## src/deque_with_value_removal_assert.svh

```systemverilog
// Assertion macros for the deque block
`ifndef DEQUE_WITH_VALUE_REMOVAL_ASSERT_SVH
`define DEQUE_WITH_VALUE_REMOVAL_ASSERT_SVH

// Same-cycle implication under reset
`define DQVR_ASSERT_IMPL(lbl, clk, rst_n, ante, cons) \
    lbl: assert property (@(posedge clk) disable iff (!rst_n) (ante) |-> (cons)) \
        else $error("deque assertion failed");

// Next-cycle implication under reset
`define DQVR_ASSERT_NEXT(lbl, clk, rst_n, ante, cons) \
    lbl: assert property (@(posedge clk) disable iff (!rst_n) (ante) |=> (cons)) \
        else $error("deque assertion failed");

`endif

```

## src/dqvr_pkg.sv

```systemverilog
// Shared types, constants and helpers of the deque block
package dqvr_pkg;

    localparam int CAPACITY = 64;
    localparam int IDX_W    = $clog2(CAPACITY);
    localparam int CNT_W    = $clog2(CAPACITY + 1);
    localparam int KIND_W   = 3;
    localparam int VAL_W    = 32;
    localparam int RC_W     = 7;

    typedef enum logic [KIND_W-1:0] {
        K_PUSH_FRONT = 3'd0,
        K_PUSH_BACK  = 3'd1,
        K_POP_FRONT  = 3'd2,
        K_POP_BACK   = 3'd3,
        K_CLEAR      = 3'd4,
        K_REMOVE     = 3'd5,
        K_READ_FIRST = 3'd6,
        K_READ_LAST  = 3'd7
    } t_kind;

    typedef enum logic [1:0] {
        ST_OK     = 2'd0,
        ST_FULL   = 2'd1,
        ST_EMPTY  = 2'd2,
        ST_NODATA = 2'd3
    } t_status;

    typedef struct packed {
        logic signed [VAL_W-1:0] item_value;
        logic                    last_of_run;
        t_status                 status;
        logic [RC_W-1:0]         entry_count;
    } t_rsp;

    typedef struct packed {
        logic load;
        logic setup;
        logic walk;
        logic commit;
        logic emit;
    } t_cmd;

    typedef struct packed {
        logic out_free;
        logic walk_done;
        logic rd_none;
        logic kind_rd;
        logic kind_rmv;
    } t_sts;

    function automatic logic [IDX_W-1:0] f_ring(input logic [CNT_W:0] pos);
        logic [CNT_W:0] p;
        p = pos;
        if (p >= (CNT_W+1)'(CAPACITY)) begin
            p = p - (CNT_W+1)'(CAPACITY);
        end
        return p[IDX_W-1:0];
    endfunction

endpackage

```

## src/dqvr_if.sv

```systemverilog
// Request and response channel interfaces of the deque block
interface dqvr_in_if import dqvr_pkg::*; ();
    logic                    valid;
    logic                    ready;
    logic [KIND_W-1:0]       kind;
    logic signed [VAL_W-1:0] value;
    logic [RC_W-1:0]         read_count;

    modport source (output valid, kind, value, read_count, input ready);
    modport sink   (input valid, kind, value, read_count, output ready);
endinterface

interface dqvr_out_if import dqvr_pkg::*; ();
    logic                    valid;
    logic                    ready;
    logic signed [VAL_W-1:0] item_value;
    logic                    last_of_run;
    logic [1:0]              status;
    logic [RC_W-1:0]         entry_count;

    modport source (output valid, item_value, last_of_run, status, entry_count, input ready);
    modport sink   (input valid, item_value, last_of_run, status, entry_count, output ready);
endinterface

```

## src/dqvr_datapath.sv

```systemverilog
// Datapath of the deque: ring store, pointers, walk counters, result register
module dqvr_datapath import dqvr_pkg::*; (
    input  logic                    i_clk,
    input  logic                    i_rst_n,
    input  t_cmd                    i_cmd,
    output t_sts                    o_sts,
    input  logic [KIND_W-1:0]       i_kind,
    input  logic signed [VAL_W-1:0] i_value,
    input  logic [RC_W-1:0]         i_read_count,
    input  logic                    i_out_ready,
    output t_rsp                    o_rsp,
    output logic                    o_out_valid
);

    logic signed [VAL_W-1:0] r_mem [CAPACITY];

    t_kind                   r_kind;
    logic signed [VAL_W-1:0] r_value;
    logic [RC_W-1:0]         r_want;
    logic [IDX_W-1:0]        r_front, n_front;
    logic [CNT_W-1:0]        r_count, n_count;
    logic [CNT_W-1:0]        r_walk, r_left, r_kept;
    logic signed [VAL_W-1:0] r_rdata;
    logic                    r_rd_vld, r_rd_last;
    t_rsp                    r_out;
    logic                    r_out_vld;

    logic                    is_rd, is_rmv, full, empty, out_free;
    logic                    mv, issue, keep, emit_go;
    logic [RC_W-1:0]         count_ext;
    logic [CNT_W-1:0]        rd_n, rd_start;
    logic [IDX_W-1:0]        rd_addr, front_dec, front_inc;
    logic                    wr_en;
    logic [IDX_W-1:0]        wr_addr;
    logic signed [VAL_W-1:0] wr_data;
    t_status                 st;

    assign is_rd     = (r_kind == K_READ_FIRST) || (r_kind == K_READ_LAST);
    assign is_rmv    = (r_kind == K_REMOVE);
    assign full      = (r_count == CNT_W'(CAPACITY));
    assign empty     = (r_count == '0);
    assign count_ext = RC_W'(r_count);
    assign rd_n      = (r_want < count_ext) ? CNT_W'(r_want) : r_count;
    assign rd_start  = (r_kind == K_READ_FIRST) ? '0 : (r_count - rd_n);
    assign out_free  = !r_out_vld || i_out_ready;
    assign mv        = i_cmd.walk && r_rd_vld && (is_rmv || out_free);
    assign issue     = i_cmd.walk && (r_left != '0) && (!r_rd_vld || mv);
    assign rd_addr   = f_ring((CNT_W+1)'(r_front) + (CNT_W+1)'(r_walk));
    assign keep      = mv && is_rmv && (r_rdata != r_value);
    assign emit_go   = i_cmd.emit && out_free;
    assign front_dec = (r_front == '0) ? IDX_W'(CAPACITY - 1) : (r_front - 1'b1);
    assign front_inc = (r_front == IDX_W'(CAPACITY - 1)) ? '0 : (r_front + 1'b1);

    always_comb begin
        n_front = r_front;
        n_count = r_count;
        st      = ST_OK;
        wr_en   = 1'b0;
        wr_addr = '0;
        wr_data = r_value;
        if (emit_go) begin
            case (r_kind)
                K_PUSH_FRONT: begin
                    if (full) begin
                        st = ST_FULL;
                    end else begin
                        n_front = front_dec;
                        wr_en   = 1'b1;
                        wr_addr = front_dec;
                        n_count = r_count + 1'b1;
                    end
                end
                K_PUSH_BACK: begin
                    if (full) begin
                        st = ST_FULL;
                    end else begin
                        wr_en   = 1'b1;
                        wr_addr = f_ring((CNT_W+1)'(r_front) + (CNT_W+1)'(r_count));
                        n_count = r_count + 1'b1;
                    end
                end
                K_POP_FRONT: begin
                    if (empty) begin
                        st = ST_EMPTY;
                    end else begin
                        n_front = front_inc;
                        n_count = r_count - 1'b1;
                    end
                end
                K_POP_BACK: begin
                    if (empty) begin
                        st = ST_EMPTY;
                    end else begin
                        n_count = r_count - 1'b1;
                    end
                end
                K_CLEAR: begin
                    n_count = '0;
                end
                K_REMOVE: begin
                    st = ST_OK;
                end
                default: begin
                    st = ST_NODATA;
                end
            endcase
        end
        if (i_cmd.commit) begin
            n_count = r_kept;
        end
        if (keep) begin
            wr_en   = 1'b1;
            wr_addr = f_ring((CNT_W+1)'(r_front) + (CNT_W+1)'(r_kept));
            wr_data = r_rdata;
        end
    end

    always_ff @(posedge i_clk) begin
        if (wr_en) begin
            r_mem[wr_addr] <= wr_data;
        end
        if (issue) begin
            r_rdata <= r_mem[rd_addr];
        end
    end

    always_ff @(posedge i_clk) begin
        if (!i_rst_n) begin
            r_front   <= '0;
            r_count   <= '0;
            r_left    <= '0;
            r_rd_vld  <= 1'b0;
            r_out_vld <= 1'b0;
        end else begin
            r_front  <= n_front;
            r_count  <= n_count;
            r_rd_vld <= issue || (r_rd_vld && !mv);
            if (i_cmd.setup) begin
                r_left <= is_rd ? rd_n : r_count;
            end else if (issue) begin
                r_left <= r_left - 1'b1;
            end
            if (emit_go || (mv && is_rd)) begin
                r_out_vld <= 1'b1;
            end else if (i_out_ready) begin
                r_out_vld <= 1'b0;
            end
        end
    end

    always_ff @(posedge i_clk) begin
        if (i_cmd.load) begin
            r_kind  <= t_kind'(i_kind);
            r_value <= i_value;
            r_want  <= i_read_count;
        end
        if (i_cmd.setup) begin
            r_walk <= is_rd ? rd_start : '0;
            r_kept <= '0;
        end else begin
            if (issue) begin
                r_walk    <= r_walk + 1'b1;
                r_rd_last <= (r_left == CNT_W'(1));
            end
            if (keep) begin
                r_kept <= r_kept + 1'b1;
            end
        end
        if (emit_go) begin
            r_out <= '{item_value: '0, last_of_run: 1'b1, status: st,
                       entry_count: RC_W'(n_count)};
        end else if (mv && is_rd) begin
            r_out <= '{item_value: r_rdata, last_of_run: r_rd_last, status: ST_OK,
                       entry_count: count_ext};
        end
    end

    assign o_sts.out_free  = out_free;
    assign o_sts.walk_done = (r_left == '0) && !r_rd_vld;
    assign o_sts.rd_none   = (rd_n == '0);
    assign o_sts.kind_rd   = is_rd;
    assign o_sts.kind_rmv  = is_rmv;

    assign o_rsp       = r_out;
    assign o_out_valid = r_out_vld;

endmodule

```

## src/dqvr_ctrl.sv

```systemverilog
// Control state machine of the deque: accept, setup, walk and emit sequencing
module dqvr_ctrl import dqvr_pkg::*; (
    input  logic              i_clk,
    input  logic              i_rst_n,
    input  logic              i_valid,
    input  logic [KIND_W-1:0] i_kind,
    input  t_sts              i_sts,
    output logic              o_ready,
    output t_cmd              o_cmd
);

    typedef enum logic [3:0] {
        S_IDLE  = 4'b0001,
        S_SETUP = 4'b0010,
        S_WALK  = 4'b0100,
        S_EMIT  = 4'b1000
    } t_state;

    t_state r_state, n_state;
    t_kind  kind;

    assign kind = t_kind'(i_kind);

    always_comb begin
        n_state = r_state;
        o_cmd   = '0;
        o_ready = 1'b0;
        case (r_state)
            S_IDLE: begin
                o_ready = 1'b1;
                if (i_valid) begin
                    o_cmd.load = 1'b1;
                    if (kind inside {K_READ_FIRST, K_READ_LAST, K_REMOVE}) begin
                        n_state = S_SETUP;
                    end else begin
                        n_state = S_EMIT;
                    end
                end
            end
            S_SETUP: begin
                o_cmd.setup = 1'b1;
                if (i_sts.kind_rd && i_sts.rd_none) begin
                    n_state = S_EMIT;
                end else begin
                    n_state = S_WALK;
                end
            end
            S_WALK: begin
                o_cmd.walk = 1'b1;
                if (i_sts.walk_done) begin
                    if (i_sts.kind_rmv) begin
                        o_cmd.commit = 1'b1;
                        n_state      = S_EMIT;
                    end else begin
                        n_state = S_IDLE;
                    end
                end
            end
            S_EMIT: begin
                o_cmd.emit = 1'b1;
                if (i_sts.out_free) begin
                    n_state = S_IDLE;
                end
            end
            default: begin
                n_state = S_IDLE;
            end
        endcase
    end

    always_ff @(posedge i_clk) begin
        if (!i_rst_n) begin
            r_state <= S_IDLE;
        end else begin
            r_state <= n_state;
        end
    end

endmodule

```

## src/deque_with_value_removal.sv

```systemverilog
// Top level of the bounded deque with value removal
//
//   channel   dir   handshake       payload
//   i_req     in    valid/ready     kind, value, read_count
//   o_rsp     out   valid/ready     item_value, last_of_run, status, entry_count
//
// One request is in flight. Push, pop and clear go from accept to the emit state, which
// registers the result. A read of n entries runs setup, then a walk of them (or goes from
// setup to emit with nothing to give); a removal walks all entries, commits and emits.
// Walks are bounded by the single read port of the ring store, walking one entry per cycle unless o_rsp stalls a read.
// Reset is synchronous; the store is not cleared and needs no sweep.
// A stalled o_rsp holds the read walk; a status result waits in its state.
module deque_with_value_removal import dqvr_pkg::*; (
    input logic        i_clk,
    input logic        i_rst_n,
    dqvr_in_if.sink    i_req,
    dqvr_out_if.source o_rsp
);

`include "deque_with_value_removal_assert.svh"

    t_cmd w_cmd;
    t_sts w_sts;
    t_rsp w_rsp;
    logic w_out_valid;
    logic w_in_fire;
    logic w_st_err;
    logic w_st_full;

    dqvr_ctrl u_ctrl (
        .i_clk   (i_clk),
        .i_rst_n (i_rst_n),
        .i_valid (i_req.valid),
        .i_kind  (i_req.kind),
        .i_sts   (w_sts),
        .o_ready (i_req.ready),
        .o_cmd   (w_cmd)
    );

    dqvr_datapath u_datapath (
        .i_clk        (i_clk),
        .i_rst_n      (i_rst_n),
        .i_cmd        (w_cmd),
        .o_sts        (w_sts),
        .i_kind       (i_req.kind),
        .i_value      (i_req.value),
        .i_read_count (i_req.read_count),
        .i_out_ready  (o_rsp.ready),
        .o_rsp        (w_rsp),
        .o_out_valid  (w_out_valid)
    );

    assign o_rsp.valid       = w_out_valid;
    assign o_rsp.item_value  = w_rsp.item_value;
    assign o_rsp.last_of_run = w_rsp.last_of_run;
    assign o_rsp.status      = w_rsp.status;
    assign o_rsp.entry_count = w_rsp.entry_count;

    assign w_in_fire = i_req.valid && i_req.ready;
    assign w_st_err  = o_rsp.valid && (o_rsp.status != ST_OK);
    assign w_st_full = o_rsp.valid && (o_rsp.status == ST_FULL);

    `DQVR_ASSERT_IMPL(a_status_is_last, i_clk, i_rst_n, w_st_err, o_rsp.last_of_run)
    `DQVR_ASSERT_IMPL(a_full_count, i_clk, i_rst_n, w_st_full, o_rsp.entry_count == 7'd64)
    `DQVR_ASSERT_IMPL(a_count_bound, i_clk, i_rst_n, o_rsp.valid, o_rsp.entry_count <= 7'd64)
    `DQVR_ASSERT_NEXT(a_one_in_flight, i_clk, i_rst_n, w_in_fire, !i_req.ready)

endmodule
```

## src/flat_wrapper.sv

```systemverilog
// flat-port wrapper written by rule: the top's interface ports become plain ports
module deque_with_value_removal_flat import dqvr_pkg::*;
  (i_clk, i_rst_n, i_req_valid, i_req_kind, i_req_value, i_req_read_count, i_req_ready, o_rsp_valid, o_rsp_item_value, o_rsp_last_of_run, o_rsp_status, o_rsp_entry_count, o_rsp_ready);
  dqvr_in_if i_req_i ();
  dqvr_out_if o_rsp_i ();
  input logic i_clk;
  input logic i_rst_n;
  input wire logic [$bits(i_req_i.valid)-1:0] i_req_valid;
  input wire logic [$bits(i_req_i.kind)-1:0] i_req_kind;
  input wire logic [$bits(i_req_i.value)-1:0] i_req_value;
  input wire logic [$bits(i_req_i.read_count)-1:0] i_req_read_count;
  output wire logic [$bits(i_req_i.ready)-1:0] i_req_ready;
  output wire logic [$bits(o_rsp_i.valid)-1:0] o_rsp_valid;
  output wire logic [$bits(o_rsp_i.item_value)-1:0] o_rsp_item_value;
  output wire logic [$bits(o_rsp_i.last_of_run)-1:0] o_rsp_last_of_run;
  output wire logic [$bits(o_rsp_i.status)-1:0] o_rsp_status;
  output wire logic [$bits(o_rsp_i.entry_count)-1:0] o_rsp_entry_count;
  input wire logic [$bits(o_rsp_i.ready)-1:0] o_rsp_ready;
  assign i_req_i.valid = i_req_valid;
  assign i_req_i.kind = i_req_kind;
  assign i_req_i.value = i_req_value;
  assign i_req_i.read_count = i_req_read_count;
  assign i_req_ready = i_req_i.ready;
  assign o_rsp_valid = o_rsp_i.valid;
  assign o_rsp_item_value = o_rsp_i.item_value;
  assign o_rsp_last_of_run = o_rsp_i.last_of_run;
  assign o_rsp_status = o_rsp_i.status;
  assign o_rsp_entry_count = o_rsp_i.entry_count;
  assign o_rsp_i.ready = o_rsp_ready;
  deque_with_value_removal u_core (.i_clk(i_clk), .i_rst_n(i_rst_n), .i_req(i_req_i), .o_rsp(o_rsp_i));
endmodule
```

## config.mk

```make
export PLATFORM = sky130hd
export DESIGN_NAME = deque_with_value_removal_flat
export DESIGN_NICKNAME = d
export VERILOG_FILES = /design/src/dqvr_pkg.sv /design/src/dqvr_if.sv /design/src/dqvr_datapath.sv /design/src/dqvr_ctrl.sv /design/src/deque_with_value_removal.sv /design/src/flat_wrapper.sv
export VERILOG_INCLUDE_DIRS = /design/src /design/src/src
export SDC_FILE = /design/constraint.sdc
export NUM_CORES = 2
export LEC_CHECK = 0
export BUFFER_PORTS_ARGS = -buffer_cell sky130_fd_sc_hd__buf_2
export CORE_AREA = 2 2 409 714
export CTS_BUF_LIST = sky130_fd_sc_hd__clkbuf_4
export CTS_CLUSTER_DIAMETER = 50
export CTS_CLUSTER_SIZE = 12
export DETAILED_ROUTE_END_ITERATION = 10
export DIE_AREA = 0 0 411 716
export PLACE_DENSITY = 0.48
export SKIP_CTS_REPAIR_TIMING = 1
export SYNTH_ARGS = -nofsm -noshare
export SYNTH_HDL_FRONTEND = slang
export SYNTH_SLANG_ARGS = --single-unit
```

## constraint.sdc

```tcl
create_clock -name i_clk -period 12.7 [get_ports i_clk]
set_input_delay 0.635 -clock i_clk [delete_from_list [all_inputs] [get_ports i_clk]]
set_output_delay 0.635 -clock i_clk [all_outputs]
set_load 0.005 [all_outputs]
```

* After elaboration in Yosys (flattened, before gate mapping)
Memories as Yosys holds them, arrays and structs flattened. A register that Yosys moved wholly into a read port is not among the register bits.
Cells that the tools add are included.
** Word-level totals
- Input bits :: 46
- Memory bits (writable) :: 2048
- Memories :: 1
- Output and inout port bits :: 44
- Word-level logic and storage cells :: 151
- Register bits :: 125
** Cells by class
- Order comparisons :: 4
- Bitwise operators :: 1
- Reductions and logical operators :: 37
- Equality and inequality tests :: 23
- Mux-type cells :: 55
- Add/sub/neg operators :: 14
** Memory list
- u_core.u_datapath.r_mem :: depth 64, width 32, read ports 1, clocked after Yosys merged registers in 1, write ports 1, line dqvr_datapath.sv:15 : logic signed [VAL_W-1:0] r_mem [CAPACITY];
** Operator list (number)
- $mux W7 :: 12
- $mux W6 :: 11
- $mux W32 :: 1
- $ne A32 B32 Y1 :: 1
- $add A6 B7 Y8 :: 3
- $ge A8 B7 Y1 const B :: 3
- $mux W4 :: 6
- $pmux W6 S2 :: 2
- $sub A6 B1 Y6 const B :: 4
- $add A7 B1 Y7 const B :: 3
- $eq A3 B3 Y1 const B :: 7
- $logic_not A7 Y1 :: 3
- $pmux W7 S3 :: 1
- $mux W9 :: 2
- $mux W1 :: 16
- $pmux W4 S4 :: 1
- $sub A7 B1 Y7 const B :: 2
- $logic_and A1 B1 Y1 :: 11
- $ne A2 B2 Y1 const B :: 5
- $reduce_bool A2 Y1 :: 4
- $eq A7 B1 Y1 const B :: 1
- $eq A7 B7 Y1 const B :: 1
- $lt A7 B7 Y1 :: 1
- $reduce_bool A7 Y1 :: 1
- 21 further kinds :: 32

* Depth between registers and ports, before layout
- Depth after elaboration :: 11
- Mapped depth :: 16
- Gate-level depth less buffers :: 14

* By module
Synthesis repeated with hierarchy kept, for this count alone.
** Second synthesis, totals
- Cells, all modules :: 3893
- Area total of the unflattened synthesis :: 86272.7 um^2
** Modules (own cells, without submodules)
- dqvr_datapath :: instances 1, seq. area each 65442.8 um^2, cells an instance 3859, area each 85973.7 um^2
- dqvr_ctrl :: instances 1, seq. area each 80.1 um^2, cells an instance 34, area each 299.0 um^2

* Worst setup path before layout
No wires, ideal clock.
- Kind :: register to register
- Start :: register u_core.u_datapath.r_front[1]
- End :: memory u_core.u_datapath.r_mem[41][0], enable pin
- Data required time :: 12.279 ns
- Data arrival time :: 3.891 ns
- Buffers on the path :: 2
- Cell stages (with the launch flop) :: 12
- Path slack :: 8.388 ns
- Path through :: dfxtp_1 > clkbuf_1 > inv_1 > fa_1 > nand2b_1 > a21oi_1 > mux2i_1 > o21ai_1 > o21ai_1 > or3_1 > buf_2 > nor2_1
** On the way
- Word-level cells in the longest chain between the ends :: 7
- Elaborated cells on any way between the ends :: 16
** RTL lines
- start, declared :: line dqvr_datapath.sv:20 : logic [IDX_W-1:0] r_front, n_front;
- start signal, assigned :: line dqvr_datapath.sv:135 : r_front <= n_front;
- $add A6 B7 Y8 :: line dqvr_datapath.sv:78 : wr_addr = f_ring((CNT_W+1)'(r_front) + (CNT_W+1)'(r_count));
- $ge A8 B7 Y1 / $sub A6 B1 Y6 (equally long branches) :: line dqvr_pkg.sv:55, dqvr_pkg.sv:56
- $mux W6 :: line dqvr_pkg.sv:55 : if (p >= (CNT_W+1)'(CAPACITY)) begin
- $mux W6 :: line dqvr_datapath.sv:74 : if (full) begin
- $pmux W6 S2 :: line dqvr_datapath.sv:62 : case (r_kind)
- $mux W6 :: line dqvr_datapath.sv:61 : if (emit_go) begin
- $mux W6 (*) :: line dqvr_datapath.sv:111 : if (keep) begin
- end, declared :: line dqvr_datapath.sv:15
Every way passes the cells marked *; elsewhere a longest branch is shown, timed or not.

* Worst setup path after layout
- Start :: register u_core.u_datapath.r_front[0]
- End :: register u_core.u_datapath.r_rdata[13] (read register of u_core.u_datapath.r_mem), data pin
** On the way
- Word-level cells in the longest chain between the ends :: 3
- Elaborated cells on any way between the ends :: 4
** RTL lines
- $add A6 B7 Y8 (*) :: line dqvr_datapath.sv:48 : assign rd_addr = f_ring((CNT_W+1)'(r_front) + (CNT_W+1)'(r_walk));
- $ge A8 B7 Y1 / $sub A6 B1 Y6 (equally long branches) :: line dqvr_pkg.sv:55, dqvr_pkg.sv:56
- $mux W6 (*) :: line dqvr_pkg.sv:55
- end, declared :: line dqvr_datapath.sv:23 : logic signed [VAL_W-1:0] r_rdata;
Marked as above.
A chain may end at the register's enable or synchronous reset.

==> impl_metrics.tcl <==
set metrics [dict create \
    maxCapViolCount 0 \
    seq_area_sq_um 65520 \
    p_leak_nw 28.53 \
    drive_above_1_share_pct 29.26 \
    core_sq_um 288700 \
    grt_pass1_vias 42764 \
    r2r_slack_ns 6.65 \
    setup_viol 0 \
    min_period_ns 6.048 \
    stdcell_area_sq_um 94680 \
    drc 0 \
    viasPerCell 5.070 \
    slew_headroom_pct 11.20 \
    hold-path-endpoint "u_core.u_datapath.r_want[6]$_DFFE_PP_" \
    cpPeakStageDelay_ns 1.30 \
    clkSinkCount 2204 \
    synth_top_area_share_pct 74.53 \
    yosysWarningCount 0 \
    grt_use_total_pct 16.60 \
    rows 261 \
    whs_path_depth 2 \
    synthTopCellsByArea "edfxtp_1 (75%), mux4_2 (17%), dfxtp_1 (1.5%)" \
    synthesis.nets 3951 \
    wire_per_inst_microns 30.77 \
    clkLatencyLatePin_ns 1.34 \
    tightest_slew_ns 1.329 \
    rr_worst_depth 9 \
    netlist_area_sq_um 86140 \
    n_fill_cell 27300 \
    max-clock-path-buffers 4 \
    placement.io_buffers 89 \
    synth_seq_cells 2204 \
    die_area_sq_um 294300 \
    first_pass_iters 7 \
    cts_buffers 215 \
    yosysMostFrequentCell "edfxtp_1" \
    grt_pass1_wl_microns 344400 \
    synth_cell_type_count 77 \
    hpwlAfterDp_microns 143200 \
    syn_inst 3867 \
    critPathMaxFanout 99 \
    placed_area_sq_um 92050 \
    rsz0062_at_grt "no" \
    gp_congestion 0.7955 \
    fmax_mhz 165.4 \
    area_growth_pct 9.918 \
    num_io_pins 90 \
    r2r-end "u_core.u_datapath.r_rdata[13]$_DFFE_PP_" \
    avgSynthCellArea_sq_um 22.28 \
    synth_top_cell_by_area "edfxtp_1" \
    grt_start_max_net_pins 107 \
    htree_levels 4 \
    clk_pin_slew_ns 0.14 \
    cts_root_buffer "clkbuf_4" \
    synthArstFlopShare_pct 0 \
    num_vias 40602 \
    synth_commonest_cells "edfxtp_1 (2,138), mux4_2 (640), clkbuf_1 (122)" \
    ys_seq_area_share_pct 76.07 \
    cellPowerDensity_nw_per_um2 127.6 \
    start_kind "flop" \
    cp_common_cell "mux4_2" \
    synth-edff-count 2138 \
    grt-ovfl-total 0 \
    dr.first_iter.drc_count 3216 \
    status "completed" \
    setup_tns_ns 0 \
    synthFlopType "edfxtp_1" \
    worstPathArrival_ns 7.06 \
    tritoncts "done" \
    antenna_found_initial 17 \
    cp_cell_sequence "ha_4 -> fa_4 -> buf_4 -> buf_12 -> mux4_2 -> mux4_2 -> nor2b_1 -> a211oi_1 -> a21oi_1" \
    end_kind "flop" \
    die_h_microns 716 \
    skew_ns 0.1599 \
    wl_microns 246400 \
    hold_viol_final 0 \
    hp-class "in -> reg" \
    finalMaxSlewViolations 0 \
    fin_crit_sh_pct 47.62 \
    fin_nets 4231 \
    die_w_microns 411 \
    crit_slowest_cell "fa_4" \
    initial_core_util_pct 29.84 \
    crit_required_ns 13.71 \
    drtAntennaViolNets 0 \
    multi_input_area_sq_um 20210 \
    min_from "i_req_read_count[6]" \
    path_class "reg -> reg" \
    reg2reg_from "u_core.u_datapath.r_front[0]$_SDFFE_PN0P_" \
    vdd_drop_max_mv 0.08818 \
]
[sequential cells by signal, summed over array words and instances (netlist names), 3 cells and up]
name,flops
u_core.u_datapath.r_kind,3
u_core.u_datapath.r_mem,2048
u_core.u_datapath.o_rsp,42
u_core.u_datapath.r_want,7
u_core.u_datapath.count_ext,7
u_core.u_ctrl.r_state,4
u_core.u_datapath.r_walk,6
u_core.u_datapath.r_value,32
u_core.u_datapath.r_rdata,32
u_core.u_datapath.r_left,7
u_core.u_datapath.r_kept,7
u_core.u_datapath.r_front,6
[metal layers]
layer  global-route usage [%]  up-vias  routed length [microns]
met1                    18.87    22446                    91640
met5                        0        -                       99
met3                    2.154      337                     9255
li1                         -    16812                        -
met2                    32.10      993                   138700
met4                    4.543       14                     6683
[cell type report]
class	count	share of cell area, %
clock buffer	242	1.919
inverter	28	0.1110
clock inverter	18	0.2247
sequential	2204	69.20
timing repair buffer	266	2.149
antenna	5	0.01321
multi-input combinational	1432	21.34
tap	3813	5.039
[power by group]
part / total (W) / internal, W / switching (W)
Sequential: 0.00815 / 0.00812 / 0.0000311
Clock: 0.00326 / 0.000964 / 0.00229
Combinational: 0.000673 / 0.000202 / 0.000471
[cell families after synthesis]
logic type | after synthesis | synth area share (%)
multiplexers | 720 | 17.71
AO/OA/AOI/OAI | 251 | 1.877
adder cells (fa/ha/maj) | 38 | 0.5781
buffers and inverters | 231 | 1.095
flip-flops | 2204 | 76.07
XOR/XNOR | 61 | 0.6202
AND/OR/NAND/NOR | 362 | 2.052
[placed cells by master, fill, tap and decap left out, types with 10 or more instances in the layout]
master | Yosys | final
edfxtp_1 | 2138 | 2138
and3_1 | 10 | 10
nor2_1 | 107 | 50
nor3_1 | 13 | 13
dlygate4sd3_1 | 0 | 59
a21oi_1 | 102 | 102
ha_1 | 35 | 34
mux2_2 | 33 | 32
a211oi_1 | 41 | 40
inv_1 | 27 | 26
nor2_4 | 1 | 66
clkbuf_4 | 0 | 242
mux2i_1 | 47 | 47
xnor2_1 | 14 | 10
o22ai_1 | 10 | 10
o21ai_0 | 26 | 26
buf_2 | 49 | 89
nor4_1 | 12 | 12
mux4_2 | 640 | 640
nor2b_1 | 37 | 37
xor2_1 | 47 | 47
nand3_1 | 16 | 16
buf_4 | 0 | 109
nand2_1 | 101 | 101
dfxtp_1 | 66 | 66
[through the flow]
| stage | instances | power, W | hold WS (ns) | utilization (%) | setup WS (ns) |
|---|---|---|---|---|---|
| global route | 8006 | 0.01250 | -0.001735 | 32.80 | 6.613 |
| CTS | 7944 | 0.01224 | -0.6821 | 32.59 | 6.700 |
| floorplan | 3867 | 0.008678 | 0.4333 | - | 8.388 |
| finish | 8008 | 0.01208 | 0.04262 | 32.80 | 6.652 |
| global placement | 7684 | 0.008972 | 0.4398 | 31.89 | 6.671 |
| detailed placement | 7684 | 0.008986 | 0.4418 | 31.89 | 6.684 |
[critical path: cells and delay by family, from the launching register on]
family	cells	cell delay, ns
compound gates	2	1.25
fa+ha+maj	2	1.56
buf+inv	2	1.04
flops	1	0.51
mux	2	0.92
simple gates	1	0.16
[how the worst max path moves through the flow]
stage                                               from                                        to  slack [ns]
2_1_floorplan  u_core.u_datapath.r_front[1]$_SDFFE_PN0P_  u_core.u_datapath.r_mem[41][0]$_DFFE_PP_        8.39
3_3_place_gp   u_core.u_datapath.r_front[0]$_SDFFE_PN0P_   u_core.u_datapath.r_rdata[13]$_DFFE_PP_        6.67
3_5_place_dp   u_core.u_datapath.r_front[0]$_SDFFE_PN0P_   u_core.u_datapath.r_rdata[15]$_DFFE_PP_        6.68
4_1_cts        u_core.u_datapath.r_front[0]$_SDFFE_PN0P_   u_core.u_datapath.r_rdata[15]$_DFFE_PP_        6.70
5_1_grt        u_core.u_datapath.r_front[0]$_SDFFE_PN0P_   u_core.u_datapath.r_rdata[13]$_DFFE_PP_        6.61
6_report       u_core.u_datapath.r_front[0]$_SDFFE_PN0P_   u_core.u_datapath.r_rdata[13]$_DFFE_PP_        6.65
Note: power is estimated with default switching activity, not from simulation.
